===== config.mk =====
export PLATFORM = sky130hd
export DESIGN_NAME = dst_stitch_decode_length
export DESIGN_NICKNAME = d
export VERILOG_FILES = /design/src/dsd_pkg.sv /design/src/dst_stitch_decode_length.sv /design/src/dsd_decode.sv /design/src/dsd_square.sv /design/src/dsd_sqrt_stage.sv
export SDC_FILE = /design/constraint.sdc
export NUM_CORES = 1
export LEC_CHECK = 0
export ABC_AREA = 1
export BUFFER_PORTS_ARGS = -buffer_cell sky130_fd_sc_hd__buf_4
export CORE_MARGIN = 1.5
export CORE_UTILIZATION = 63
export DETAILED_ROUTE_END_ITERATION = 8
export GPL_ROUTABILITY_DRIVEN = 0
export PLACE_DENSITY_LB_ADDON = 0.25
export SLEW_MARGIN = 5
export SYNTH_ARGS = -nofsm -noshare
export SYNTH_HDL_FRONTEND = slang
export SYNTH_SLANG_ARGS = --single-unit
export TNS_END_PERCENT = 20

===== constraint.sdc =====
create_clock -name clk -period 8.5 [get_ports clk]
set_clock_uncertainty 0.05 [all_clocks]
set_input_delay 0.85 -clock clk [delete_from_list [all_inputs] [get_ports clk]]
set_output_delay 0.85 -clock clk [all_outputs]
set_load 0.03 [all_outputs]

===== src/dsd_pkg.sv =====
// Package for the DST stitch decoder: weights, pipeline depth, stage types and
// the shared square-root step. No dependencies.
package dsd_pkg;

  // Balanced-ternary flag weights
  localparam logic [7:0] W1  = 8'd1;
  localparam logic [7:0] W3  = 8'd3;
  localparam logic [7:0] W9  = 8'd9;
  localparam logic [7:0] W27 = 8'd27;
  localparam logic [7:0] W81 = 8'd81;

  localparam int RAD_W   = 16;  // radicand, x^2 + y^2 <= 29282
  localparam int REM_W   = 10;  // partial remainder
  localparam int ROOT_W  = 8;   // result bits
  localparam int SQ_W    = 14;  // one square, <= 14641
  localparam int SQRT_ST = 4;   // sqrt stages, two result bits each
  localparam int NSTG    = 3 + SQRT_ST;  // decode, square, sum, sqrt

  typedef struct packed {
    logic [RAD_W-1:0]  rad;
    logic [REM_W-1:0]  rem;
    logic [ROOT_W-1:0] root;
  } sq_t;

  typedef struct packed {
    logic signed [7:0] step_x;
    logic signed [7:0] step_y;
    sq_t               sq;
  } pipe_t;

  // One digit of the restoring square root: bring in two radicand bits,
  // try to subtract 4*root+1, shift the outcome into the root.
  function automatic sq_t sqrt_step(input sq_t s);
    logic [REM_W+1:0] cur;
    logic [REM_W+1:0] trial;
    logic             ge;
    sq_t              o;
    cur   = {s.rem, s.rad[RAD_W-1 -: 2]};
    trial = (REM_W+2)'({s.root, 2'b01});
    ge    = (cur >= trial);
    o.rad  = {s.rad[RAD_W-3:0], 2'b00};
    o.rem  = ge ? REM_W'(cur - trial) : REM_W'(cur);
    o.root = {s.root[ROOT_W-2:0], ge};
    return o;
  endfunction

endpackage


===== src/dst_stitch_decode_length.sv =====
// DST stitch decoder with stitch length: each input transaction passes the decode,
// square, sum and four two-digit sqrt stages to the result. Throughput one record
// per cycle while the output is not stalled; each stage holds while the one after
// it is full and stalled, so bubbles fill in and nothing is dropped or repeated.
// rst_n (synchronous, active low) clears all stage valid bits; data regs keep.
module dst_stitch_decode_length (
  input  logic        clk,
  input  logic        rst_n,
  input  logic        in_tvalid,
  output logic        in_tready,
  input  logic [23:0] in_tdata,   // [7:0] rec_byte0, [15:8] rec_byte1, [23:16] rec_byte2
  output logic        out_tvalid,
  input  logic        out_tready,
  output logic [23:0] out_tdata   // [7:0] step_x, [15:8] step_y, [23:16] step_length
);

  localparam int N = dsd_pkg::NSTG;

  // Valid bit per stage and the load enable of each stage.
  logic [N-1:0] v_r, v_nxt;
  logic [N-1:0] en;
  logic [N-1:0] src_v;   // valid presented to each stage's input

  logic signed [7:0] dec_x, dec_y;
  dsd_pkg::pipe_t    sq_pipe;
  dsd_pkg::pipe_t    st_pipe [dsd_pkg::SQRT_ST+1];

  // A stage may load when it is empty or its content moves on this cycle.
  always_comb begin
    en[N-1] = !v_r[N-1] || out_tready;
    for (int k = N - 2; k >= 0; k--) begin
      en[k] = !v_r[k] || en[k+1];
    end
  end

  always_comb begin
    src_v[0] = in_tvalid;
    for (int k = 1; k < N; k++) begin
      src_v[k] = v_r[k-1];
    end
    for (int k = 0; k < N; k++) begin
      v_nxt[k] = en[k] ? src_v[k] : v_r[k];
    end
  end

  always_ff @(posedge clk) begin
    if (!rst_n) begin
      v_r <= '0;
    end else begin
      v_r <= v_nxt;
    end
  end

  assign in_tready = en[0];

  // Stage 0: flag decode
  dsd_decode u_decode (
    .clk       (clk),
    .en        (en[0]),
    .rec_byte0 (in_tdata[7:0]),
    .rec_byte1 (in_tdata[15:8]),
    .rec_byte2 (in_tdata[23:16]),
    .step_x    (dec_x),
    .step_y    (dec_y)
  );

  // Stages 1-2: squares, then their sum
  dsd_square u_square (
    .clk      (clk),
    .en       (en[2:1]),
    .step_x   (dec_x),
    .step_y   (dec_y),
    .pipe_out (sq_pipe)
  );

  assign st_pipe[0] = sq_pipe;

  // Stages 3-6: integer square root, two result bits per stage
  for (genvar g = 0; g < dsd_pkg::SQRT_ST; g++) begin : g_sqrt
    dsd_sqrt_stage u_stage (
      .clk      (clk),
      .en       (en[3+g]),
      .pipe_in  (st_pipe[g]),
      .pipe_out (st_pipe[g+1])
    );
  end

  assign out_tvalid = v_r[N-1];
  assign out_tdata  = {st_pipe[dsd_pkg::SQRT_ST].sq.root,
                       st_pipe[dsd_pkg::SQRT_ST].step_y,
                       st_pipe[dsd_pkg::SQRT_ST].step_x};

  // Checks
  logic [8:0]  len_w;
  logic [17:0] lsq, l1sq, ssum;
  assign len_w = {1'b0, out_tdata[23:16]};
  assign lsq   = 18'(len_w * len_w);
  assign l1sq  = 18'((len_w + 9'd1) * (len_w + 9'd1));
  assign ssum  = 18'($signed(out_tdata[7:0]) * $signed(out_tdata[7:0]))
               + 18'($signed(out_tdata[15:8]) * $signed(out_tdata[15:8]));

  a_len_floor: assert property (@(posedge clk) disable iff (!rst_n)
    out_tvalid |-> (lsq <= ssum) && (l1sq > ssum))
    else $error("stitch length is not the floor root of x^2+y^2");

  a_empty_ready: assert property (@(posedge clk) disable iff (!rst_n)
    (v_r == '0) |-> in_tready)
    else $error("empty pipeline refuses input");

  a_step_range: assert property (@(posedge clk) disable iff (!rst_n)
    out_tvalid |-> ($signed(out_tdata[7:0]) >= -8'sd121) && ($signed(out_tdata[7:0]) <= 8'sd121)
               && ($signed(out_tdata[15:8]) >= -8'sd121)
               && ($signed(out_tdata[15:8]) <= 8'sd121))
    else $error("step outside balanced-ternary range");

  a_count_keep: assert property (@(posedge clk) disable iff (!rst_n)
    (in_tvalid && in_tready && !(out_tvalid && out_tready)) |=> (v_r != '0))
    else $error("accepted transaction vanished");

endmodule


===== src/dsd_decode.sv =====
// Decode stage: stitch record bytes to signed x and y steps.
// Depends on dsd_pkg.
module dsd_decode (
  input  logic              clk,
  input  logic              en,
  input  logic [7:0]        rec_byte0,
  input  logic [7:0]        rec_byte1,
  input  logic [7:0]        rec_byte2,
  output logic signed [7:0] step_x,
  output logic signed [7:0] step_y
);

  logic [7:0] xp, xn, yp, yn;
  logic signed [7:0] step_x_r, step_y_r;

  always_comb begin
    xp = (rec_byte0[0] ? dsd_pkg::W1 : 8'd0) + (rec_byte1[0] ? dsd_pkg::W3 : 8'd0)
       + (rec_byte0[2] ? dsd_pkg::W9 : 8'd0) + (rec_byte1[2] ? dsd_pkg::W27 : 8'd0)
       + (rec_byte2[2] ? dsd_pkg::W81 : 8'd0);
    xn = (rec_byte0[1] ? dsd_pkg::W1 : 8'd0) + (rec_byte1[1] ? dsd_pkg::W3 : 8'd0)
       + (rec_byte0[3] ? dsd_pkg::W9 : 8'd0) + (rec_byte1[3] ? dsd_pkg::W27 : 8'd0)
       + (rec_byte2[3] ? dsd_pkg::W81 : 8'd0);
    yp = (rec_byte0[7] ? dsd_pkg::W1 : 8'd0) + (rec_byte1[7] ? dsd_pkg::W3 : 8'd0)
       + (rec_byte0[5] ? dsd_pkg::W9 : 8'd0) + (rec_byte1[5] ? dsd_pkg::W27 : 8'd0)
       + (rec_byte2[5] ? dsd_pkg::W81 : 8'd0);
    yn = (rec_byte0[6] ? dsd_pkg::W1 : 8'd0) + (rec_byte1[6] ? dsd_pkg::W3 : 8'd0)
       + (rec_byte0[4] ? dsd_pkg::W9 : 8'd0) + (rec_byte1[4] ? dsd_pkg::W27 : 8'd0)
       + (rec_byte2[4] ? dsd_pkg::W81 : 8'd0);
  end

  always_ff @(posedge clk) begin
    if (en) begin
      step_x_r <= $signed(xp - xn);
      step_y_r <= $signed(yp - yn);
    end
  end

  assign step_x = step_x_r;
  assign step_y = step_y_r;

endmodule


===== src/dsd_square.sv =====
// Square and sum stages: x^2 and y^2 in one stage, their sum and the sqrt
// start state in the next. Depends on dsd_pkg.
module dsd_square (
  input  logic              clk,
  input  logic [1:0]        en,       // [0] square stage, [1] sum stage
  input  logic signed [7:0] step_x,
  input  logic signed [7:0] step_y,
  output dsd_pkg::pipe_t    pipe_out
);

  logic signed [15:0]          px, py;
  logic [dsd_pkg::SQ_W-1:0]    xx_r, yy_r;
  logic signed [7:0]           x_r, y_r;
  dsd_pkg::pipe_t              pipe_r;

  assign px = step_x * step_x;
  assign py = step_y * step_y;

  always_ff @(posedge clk) begin
    if (en[0]) begin
      xx_r <= px[dsd_pkg::SQ_W-1:0];
      yy_r <= py[dsd_pkg::SQ_W-1:0];
      x_r  <= step_x;
      y_r  <= step_y;
    end
    if (en[1]) begin
      pipe_r.step_x  <= x_r;
      pipe_r.step_y  <= y_r;
      pipe_r.sq.rad  <= dsd_pkg::RAD_W'(xx_r) + dsd_pkg::RAD_W'(yy_r);
      pipe_r.sq.rem  <= '0;
      pipe_r.sq.root <= '0;
    end
  end

  assign pipe_out = pipe_r;

endmodule


===== src/dsd_sqrt_stage.sv =====
// One square-root stage: two root digits, with the steps carried alongside.
// Depends on dsd_pkg.
module dsd_sqrt_stage (
  input  logic           clk,
  input  logic           en,
  input  dsd_pkg::pipe_t pipe_in,
  output dsd_pkg::pipe_t pipe_out
);

  dsd_pkg::pipe_t pipe_r;
  dsd_pkg::sq_t   mid;

  assign mid = dsd_pkg::sqrt_step(pipe_in.sq);

  always_ff @(posedge clk) begin
    if (en) begin
      pipe_r.step_x <= pipe_in.step_x;
      pipe_r.step_y <= pipe_in.step_y;
      pipe_r.sq     <= dsd_pkg::sqrt_step(mid);
    end
  end

  assign pipe_out = pipe_r;

endmodule

# Yosys cells after proc, flatten, opt, wreduce, memory -nomap -nowiden
# Cells that the tools add are included.
# Widths: inputs -> output; s select.
# totals
register_bits	237
inputBits	28
out_inout_bits	26
# classes
addsub	26
n_mul	2
order_cmp	8
muxes	27
n_reduce_logical	14
# op_table
operator	count
$add 8x8->8	16
$mux 10	7
$mul 8x8->14	2
$mux 7	4
$mux 5	4
$mux 4	4
$sub 8x8->8	2
$add 14x14->15	1
$ge 12x3->1	1
$ge 12x4->1	1
$ge 12x5->1	1
$ge 12x6->1	1
$ge 12x7->1	1
$ge 12x8->1	1
$ge 12x9->1	1
$sub 10x3->10	1
$sub 10x4->10	1
$sub 10x5->10	1
$sub 10x6->10	1
$sub 10x7->10	1
$sub 10x8->10	1
$mux 2	4
$logic_not 1->1	7
$logic_or 1x1->1	7
3 further kinds	6

# Longest topological paths before layout
# Gate-level depths: netlist (run 1).
# depth
ltp_word	8
mapped_depth	22
mapped_depth_nobuf	21

# Cells and area by module
# Synthesis (run 1) repeated with hierarchy kept, for this count alone.
# unflattened
hier_cells	2163
area_unflattened_um2	20145.6
# by_module_without_submodules
mod	n_inst	cells_per_inst	area_per_inst_um2	seq_area_each_um2
dsd_sqrt_stage (g_sqrt[0].u_stage ...)	3	287	2758.9	1381.3
dsd_square	1	745	6866.6	2132.0
dsd_sqrt_stage (g_sqrt[1].u_stage)	1	292	2698.8	1381.3
dsd_decode	1	232	2015.7	480.5
dst_stitch_decode_length	1	33	287.8	140.1

# Least setup slack after synthesis (run 1)
# No wires, ideal clock.
# synth_timing
kind	input -> output
start	input out_tready
end	output in_tready
t_arrival_ns	5.505
required_ns	7.600
path_slack_ns	2.095
stages	12
path_cell_list	nor2_1 -> inv_1 -> nor2_1 -> inv_1 -> nor2_1 -> inv_1 -> nor2_1 -> inv_1 -> nor2_1 -> inv_1 -> nor2_1 -> nand2_1
# synth_via
elab_chain_cells	7
# synth_lines
item	line_no	text
start: declaration	dst_stitch_decode_length.sv:13	input logic out_tready,
$logic_or 1x1->1	dst_stitch_decode_length.sv:30	en[N-1] = !v_r[N-1] || out_tready;
via en[6]	dst_stitch_decode_length.sv:21	logic [N-1:0] en;
$logic_or 1x1->1	dst_stitch_decode_length.sv:32	en[k] = !v_r[k] || en[k+1];
via en[5]	dst_stitch_decode_length.sv:21	
$logic_or 1x1->1	dst_stitch_decode_length.sv:32	
via en[4]	dst_stitch_decode_length.sv:21	
$logic_or 1x1->1	dst_stitch_decode_length.sv:32	
via en[3]	dst_stitch_decode_length.sv:21	
$logic_or 1x1->1	dst_stitch_decode_length.sv:32	
via en[2]	dst_stitch_decode_length.sv:21	
$logic_or 1x1->1 (2 in a row)	dst_stitch_decode_length.sv:32	
end: declaration	dst_stitch_decode_length.sv:10	output logic in_tready,
# The timed path passes the listed nets, and every way through them passes these cells.

# Final worst setup path (run 1)
# Ends and elaborated chain as after synthesis.

==> results of run 1 <==
==> stage by stage <==
step	instance area (sq um)	cells	hold slack [ps]	utilization, %	setup WS [ps]
after CTS	16700	1864	359	70.8	3020
after global routing	16700	1864	371	70.8	2660
after global placement	15800	1822	351	67.3	3190
after detailed placement	15800	1822	355	67.3	3080
final	16700	1864	365	70.8	3080
after floorplan	15100	1471	350	-	2090
==> worst paths after layout <==
| check | endpoint | cells after the start |
|---|---|---|
| worst max-delay path | in_tready | 17 |
| worst min-delay path | g_sqrt[0].u_stage.pipe_out[26] | 0 |
| worst max register to register | u_square.yy_r[12] | 20 |
| worst min register to register | g_sqrt[0].u_stage.pipe_out[26] | 0 |
==> state kept, by name (all words and copies together) (netlist names) <==
register,flops
g_sqrt.u_stage.pipe_out,133
u_decode.step_y,8
u_square.xx_r,12
u_square.yy_r,12
u_square.pipe_out,31
u_square.y_r,8
u_square.x_r,8
u_decode.step_x,8
v_r,7
==> Yosys cell counts, types with 2 or more instances <==
| cell type | number |
|---|---|
| edfxtp_1 | 220 |
| nor2_1 | 68 |
| fa_1 | 90 |
| nor3_1 | 6 |
| or2_0 | 2 |
| a21oi_2 | 2 |
| nor3_2 | 2 |
| a21o_1 | 6 |
| o21ai_0 | 37 |
| ha_1 | 145 |
| or2_2 | 2 |
| o31ai_1 | 5 |
| nand2_2 | 11 |
| clkbuf_1 | 20 |
| nand4_1 | 10 |
| nand3_1 | 38 |
| nor2_4 | 2 |
| o21a_1 | 2 |
| a31oi_1 | 3 |
| a21oi_1 | 54 |
| inv_1 | 366 |
| nand2_4 | 6 |
| nor2_8 | 2 |
| nand2_1 | 246 |
| xor2_1 | 61 |
| xnor2_1 | 20 |
| o2111ai_1 | 2 |
| o21bai_1 | 11 |
| nand3_2 | 4 |
| dfxtp_1 | 7 |
| a211oi_1 | 4 |
| inv_2 | 4 |
==> kinds of logic after synthesis <==
family / share of synthesized area, %
compound gates: 5.09
xor+xnor: 4.69
fa+ha+maj: 23.9
buf+inv: 9.83
flops: 44.6
simple gates: 11.9
==> area by class of cell <==
type                            count  area, sq um
Clock buffer                       29          639
Clock inverter                     13          183
Fill cell                        1721         6880
Inverter                          371         1400
Multi-Input combinational cell    851         6890
Sequential cell                   227         6750
Tap cell                          319          399
Timing Repair Buffer               54          405
==> cells in the final DEF, fill, tap and decap left out, types with 10 or more instances in the layout <==
master / netlist / final
nor2_1: 68 / 68
fa_1: 90 / 90
o21bai_1: 11 / 11
nand2_1: 246 / 246
ha_1: 145 / 145
xor2_1: 61 / 61
nand2_2: 11 / 11
a21oi_1: 54 / 54
edfxtp_1: 220 / 220
o21ai_0: 37 / 37
buf_4: 0 / 54
clkbuf_16: 0 / 24
inv_1: 366 / 366
nand3_1: 38 / 38
nand4_1: 10 / 10
xnor2_1: 20 / 20
==> per-layer routing <==
metal  share of wire, %  track usage, %  up-vias
li1                   -               -     4759
met4                2.0            6.10        0
met3                3.7            2.46       39
met5                  0               0        -
met1                 42            24.7     4492
met2                 52            39.6      166
==> critical path, cell delays in order <==
cell	delay (ps)
buf_4	80
nor2_1	30
inv_1	690
nor2_1	80
inv_1	80
buf_4	410
nor2_1	80
inv_1	80
nor2_1	40
inv_1	50
buf_4	410
nor2_1	100
inv_1	80
buf_4	380
nor2_1	160
nand2_1	620
buf_4	290
==> out/results.txt, run 1 <==
Reg2Reg Setup Slack - 3790 ps
Synth top area share - 43.7%
TritonCTS clock tree - done
fmax - 184 MHz
Clock Latency Late Sink - 530 ps
Overflow after GRT - 0
post-route setup TNS - 0 ps
antenna violations before repair - 0
area leader, netlist - edfxtp_1
final WL - 24.4 mm
die height - 158 um
num ports - 54
Worst Path Arrival - 4520 ps
Synthesis Warnings - 0
synth unique cells - 45
Avg Inst Size Synth - 10.3 sq um
vias in the first global route - 9476
total CTS buffers - 24
clk buf depth - 3
share of layout cells above drive strength 1 - 8.54%
post-DP HPWL - 18.7 mm
hold buffer count at cts - 0
Final Hold Fails - 0
I/O Buffers - 49
CTS Root Cell - clkbuf_16
CP Max Fanout - 38
Layout area overhead - 10.2%
status - completed
chip width - 158 um
crit path from - out_tready
total number of vias - 9456
WL/cell - 13.1 um
CTS Sinks - 227
ys flop type - edfxtp_1
period utilization - 63.8%
HP Class - flip-flop to flip-flop
DRC Markers - 0
H-tree depth - 1
diode count - 0
Initial Utilization - 64.2%
post-CTS setup buffers - 0
cells after synthesis - 1471
Worst setup SP type - primary input
die area - 0.0249 sq mm
global-route wire length before repair - 41.7 mm
RSZ-0062 raised after global routing - false
top cells by area, synth - edfxtp_1 44%, ha_1 12%, fa_1 12%
max-cap violation count - 0
Async S/R FF share, synth - 0%
Hold Path Origin - u_square.pipe_out[22]
starting DRC count in detailed routing - 544
Post-CTS Resized - 0
Mapped Area - 0.0151 sq mm
Mapped Nets - 1734
DR pass1 iterations - 5
ANT nets after route - 0
max-slew violations - 0
number of flops mapped to enable cells by yosys - 220
Core Footprint - 0.0235 sq mm
crit path kind - primary input to output port
Seq cells post-synth - 227
fin crit period - 5420 ps
Overall Global Routing Usage - 20.9%
clk slew on worst S/H paths - 60 ps
Reg-to-Reg Start - u_decode.step_y[7]
sequential-to-total area share from yosys stat - 44.6%
Worst Max-Slew Pin Slew - 971 ps
Critical Path RT - 7600 ps
via/cell ratio - 5.07
Final nets - 1792
# rows - 56
Rel. slew slack - 35.2%
largest net degree at the start of global routing - 41
final setup vio count - 0
Worst setup EP type - output port
Power of run 1 is left out: the tool's default activity adds up to more than one toggle a clock period on the data nets, which glitch-free logic cannot reach.
==> run 2, diff against run 1 <==
==> constraint.sdc (replaced) <==
create_clock -name clk -period 5.6 [get_ports clk]
set_clock_uncertainty 0.05 [all_clocks]
set_input_delay 0.56 -clock clk [delete_from_list [all_inputs] [get_ports clk]]
set_output_delay 0.56 -clock clk [all_outputs]
set_load 0.03 [all_outputs]
==> out/results.txt, run 2 (same netlist as run 1, synthesis figures left out) <==
status - completed
Worst setup EP type - flip-flop
die height - 158 um (unchanged)
critical path, cell by cell - nand2_1 -> xor2_1 -> ha_1 -> fa_1 -> fa_1 -> inv_1 -> fa_1 -> inv_1 -> ha_1 -> a21oi_1 -> o21ai_0 -> a21oi_1 -> o21ai_0 -> nand2_1 -> nand2_1 -> a21oi_1 -> xnor2_1
max-slew violations - 0 (unchanged)
Worst Path Arrival - 4890 ps (+370 ps)
Overflow after GRT - 0 (unchanged)
most common cell after layout, fill and taps aside - inv_1
fin crit period - 4670 ps
ANT nets after route - 0 (unchanged)
share of layout cells above drive strength 1 - 8.34% (-0.20 points)
DR pass1 iterations - 5 (unchanged)
total number of vias - 9369 (-0.92%)
largest net degree at the start of global routing - 41 (unchanged)
vias in the first global route - 9426 (-0.53%)
Overall Global Routing Usage - 20.8% (-0.072 points)
Worst setup SP type - flip-flop
final WL - 24.0 mm (-1.8%)
crit path from - u_decode.step_y[2]
Layout area overhead - 9.92%
H-tree depth - 1 (unchanged)
antenna violations before repair - 0 (unchanged)
period utilization - 83.3%
Worst Max-Slew Pin Slew - 771 ps (-200 ps)
clk buf depth - 3 (unchanged)
die area - 0.0249 sq mm (unchanged)
Post-Route Utilization - 70.6% (-0.15 points)
Hold Path Origin - rst_n
diode count - 0 (unchanged)
via/cell ratio - 5.02 (-0.97%)
starting DRC count in detailed routing - 419 (-23%)
max-cap violation count - 0 (unchanged)
hold buffer count at cts - 0 (unchanged)
clk slew on worst S/H paths - 60 ps (about the same)
fmax - 214 MHz
CP max stage delay - 620 ps (-70 ps)
I/O Buffers - 49 (unchanged)
worst hold path cell count - 2 (+2)
r2r worst-path depth - 17 (-15%)
total CTS buffers - 24 (unchanged)
critical path buffer and inverter count - 2 (-8)
# rows - 56 (unchanged)
Reg-to-Reg Start - u_decode.step_y[2]
TritonCTS clock tree - done
Clock Latency Late Sink - 520 ps (about the same)
post-CTS setup buffers - 0 (unchanged)
Final nets - 1793 (+0.056%)
Initial Utilization - 64.2% (unchanged)
global-route wire length before repair - 41.6 mm (-0.12%)
post-DP HPWL - 18.9 mm (+1.1%)
CTS Sinks - 227 (unchanged)
Final Hold Fails - 0 (unchanged)
num ports - 54 (unchanged)
max reg flops - 133 (unchanged)
RSZ-0062 raised after global routing - false
CTS Root Cell - clkbuf_16
Rel. slew slack - 48.5% (+13 points)
crit path kind - flip-flop to flip-flop
slowest CP cell - edfxtp_1
final setup vio count - 0 (unchanged)
WL/cell - 12.9 um (-1.9%)
largest delay contributor family on the critical path - adder cells
Post-CTS Resized - 0 (unchanged)
CP Depth - 17 (unchanged)
CP Max Fanout - 12 (-68%)
fillers - 1704 (-0.99%)
Critical Path RT - 5820 ps (-1780 ps)
HP Class - primary input to flip-flop
most frequent cells in the layout - 366 x inv_1, 246 x nand2_1, 220 x edfxtp_1
Core Footprint - 0.0235 sq mm (unchanged)
DRC Markers - 0 (unchanged)
chip width - 158 um (unchanged)
-- run 2: cell count changes in the layout (fill, tap and decap cells not counted) --
cell	previous run	this run
clkbuf_8	2	0
buf_4	54	55
clkbuf_1	3	7
inv_6	0	1
clkinv_2	4	2
clkinv_4	0	1
clkinvlp_4	3	2
clkinv_16	1	0
-- run 2: path summary, 6_finish.rpt --
path                                    end  slack (ps)
max                       u_square.yy_r[13]         930
min                                  v_r[1]         210
max reg2reg               u_square.yy_r[13]         930
min reg2reg  g_sqrt[0].u_stage.pipe_out[46]         360
-- run 2: final cells by class --
class                   count  area, sq um  share of cell area [%]
multi-input cells         851         6890                    41.4
repair buffers             55          413                    2.48
clock inverters            11          153                   0.918
well taps                 319          399                    2.40
flip-flops and latches    227         6750                    40.6
clock buffers              31          627                    3.77
inverters                 371         1400                    8.39
-- run 2: metrics by stage --
stage               TNS [ps]  hold slack [ps]  worst slack [ps]  instance area (sq um)  std cells
global placement           0              350              1030                  15800       1823
finish                     0              208               934                  16600       1865
CTS                        0              188               930                  16600       1865
floorplan             -12500              350              -288                  15100       1471
global route               0              196               550                  16600       1865
detailed placement         0              355               938                  15800       1823
-- run 2: routing by layer --
| metal | part of all wire (%) | GRT usage [%] | up-vias |
|---|---|---|---|
| li1 | - | - | 4778 |
| met1 | 43 | 25.4 | 4400 |
| met2 | 52 | 38.6 | 149 |
| met3 | 3.0 | 2.30 | 42 |
| met4 | 2.5 | 6.63 | 0 |
| met5 | 0 | 0 | - |
Power of run 2 is left out for the same reason.
==> run 3, diff against run 2 <==
==> constraint.sdc (replaced) <==
create_clock -name clk -period 4.8 [get_ports clk]
set_clock_uncertainty 0.05 [all_clocks]
set_input_delay 0.48 -clock clk [delete_from_list [all_inputs] [get_ports clk]]
set_output_delay 0.48 -clock clk [all_outputs]
set_load 0.03 [all_outputs]
==> out/results.txt, run 3 (same netlist as run 1, synthesis figures left out) <==
CP max stage delay - 580 ps (-40 ps)
total CTS buffers - 24 (unchanged)
ANT nets after route - 0 (unchanged)
Final nets - 1806 (+0.73%)
Initial Utilization - 64.2% (unchanged)
largest delay contributor family on the critical path - adder cells
Layout area overhead - 11.1%
CTS Sinks - 227 (unchanged)
DRC Markers - 0 (unchanged)
TritonCTS clock tree - done
max reg flops - 133 (unchanged)
clk slew on worst S/H paths - 60 ps (about the same)
Reg-to-Reg Start - u_decode.step_x[4]
antenna violations before repair - 0 (unchanged)
I/O Buffers - 49 (unchanged)
Fin Hold WS - 132 ps (-75.4 ps)
num ports - 54 (unchanged)
Worst setup EP type - flip-flop
CP Max Fanout - 10 (-2)
period utilization - 94.5% (+11 points)
worst hold path cell count - 2 (unchanged)
DR pass1 iterations - 5 (unchanged)
Critical Path RT - 5010 ps (-810 ps)
post-route setup TNS - 0 ps (unchanged)
Clock Latency Late Sink - 520 ps (about the same)
Multi-input gate area - 0.00694 sq mm (+0.76%)
max-slew violations - 0 (unchanged)
Layout Cell Area excl Fill - 0.0168 sq mm (+1.0%)
area of placed instances - 0.0160 sq mm (+0.69%)
Worst Max-Slew Pin Slew - 841 ps (+69.5 ps)
most frequent cells in the layout - 359 x inv_1, 245 x nand2_1, 220 x edfxtp_1
slowest CP cell - edfxtp_1
hold buffer count at cts - 0 (unchanged)
vias in the first global route - 9927 (+5.3%)
final setup vio count - 0 (unchanged)
fin crit period - 4530 ps (-132 ps)
FF-to-FF End - u_square.xx_r[12]
H-tree depth - 1 (unchanged)
largest net degree at the start of global routing - 41 (unchanged)
CTS Root Cell - clkbuf_16
most common cell after layout, fill and taps aside - inv_1
Rel. slew slack - 43.8% (-4.6 points)
starting DRC count in detailed routing - 492 (+17%)
diode count - 0 (unchanged)
Reg area - 0.00675 sq mm (about the same)
max-cap violation count - 0 (unchanged)
Overflow after GRT - 0 (unchanged)
via/cell ratio - 5.05 (+0.52%)
Core Footprint - 0.0235 sq mm (unchanged)
Post-Route Utilization - 71.3% (+0.73 points)
end of the worst hold path - v_r[1]
status - completed
chip width - 158 um (unchanged)
critical path buffer and inverter count - 3 (+1)
die height - 158 um (unchanged)
WL/cell - 13.4 um (+4.2%)
fillers - 1626 (-4.6%)
Hold Path Origin - rst_n
HP Class - primary input to flip-flop
Worst setup SP type - flip-flop
final WL - 25.2 mm (+5.0%)
r2r worst-path depth - 18 (+1)
# rows - 56 (unchanged)
total number of vias - 9493 (+1.3%)
Overall Global Routing Usage - 21.9% (+1.1 points)
Worst Path Arrival - 4740 ps (-150 ps)
post-DP HPWL - 19.4 mm (+2.5%)
Final Hold Fails - 0 (unchanged)
die area - 0.0249 sq mm (unchanged)
critical path, cell by cell - nand2_1 -> inv_1 -> ha_1 -> or2_2 -> fa_1 -> inv_1 -> fa_1 -> fa_1 -> inv_1 -> ha_1 -> a21oi_1 -> o21ai_1 -> nand2_1 -> nand2_1 -> a21oi_1 -> o21ai_0 -> a21oi_1 -> xnor2_1
crit path kind - flip-flop to flip-flop
share of layout cells above drive strength 1 - 10.3% (+2.0 points)
clk buf depth - 3 (unchanged)
global-route wire length before repair - 43.9 mm (+5.4%)
fmax - 221 MHz (+2.9%)
Reg2Reg Setup Slack - 270 ps (-670 ps)
[run 3: changes by cell type in the layout (fill, tap and decap cells not counted), moves of 2 or more]
| cell | delta |
|---|---|
| o21ai_1 | +2 |
| clkinvlp_4 | +6 |
| inv_1 | -7 |
| buf_4 | +13 |
| nor2_1 | -6 |
| nor2_4 | +6 |
| o21ai_0 | -2 |
| clkinv_2 | +2 |
[run 3: metal layers]
metal  up-vias  share of wire (%)  global-route usage, %
li1       4795                  -                      -
met1      4472                 41                   25.7
met2       165                 53                   41.6
met3        61                2.9                   2.24
met4         0                3.1                   7.70
met5         -                  0                      0
[run 3: how the worst max path moves through the flow]
stage                       start                end  slack (ps)  depth (start not counted)
3_5_place_dp   u_decode.step_y[7]  u_square.yy_r[12]         130                         20
3_3_place_gp   u_decode.step_y[7]  u_square.yy_r[12]         280                         20
5_1_grt        u_decode.step_y[4]  u_square.yy_r[12]         -10                         20
2_1_floorplan          out_tready    u_square.x_r[0]        -550                         12
4_1_cts        u_decode.step_y[7]  u_square.yy_r[12]         110                         20
6_report       u_decode.step_x[4]  u_square.xx_r[12]         270                         18
[run 3: layout make-up]
type / instances / area share (%)
multi-input cells: 851 / 41.3
inverters: 371 / 8.44
clock buffers: 30 / 3.71
clock inverters: 14 / 0.909
repair buffers: 68 / 3.04
well taps: 319 / 2.38
flip-flops and latches: 227 / 40.2
[run 3: timing repair]
action,4_1_cts,5_1_grt
gates resized for setup,0,4
buffers inserted,0,8
setup endpoints to repair,0,5
[run 3: per-stage QoR]
stage / std cells / worst slack [ps]
3_5_place_dp: 1828 / 134
6_report: 1880 / 266
2_1_floorplan: 1471 / -552
5_1_grt: 1880 / -12.2
3_3_place_gp: 1828 / 278
4_1_cts: 1872 / 112
Power of run 3 is left out for the same reason.
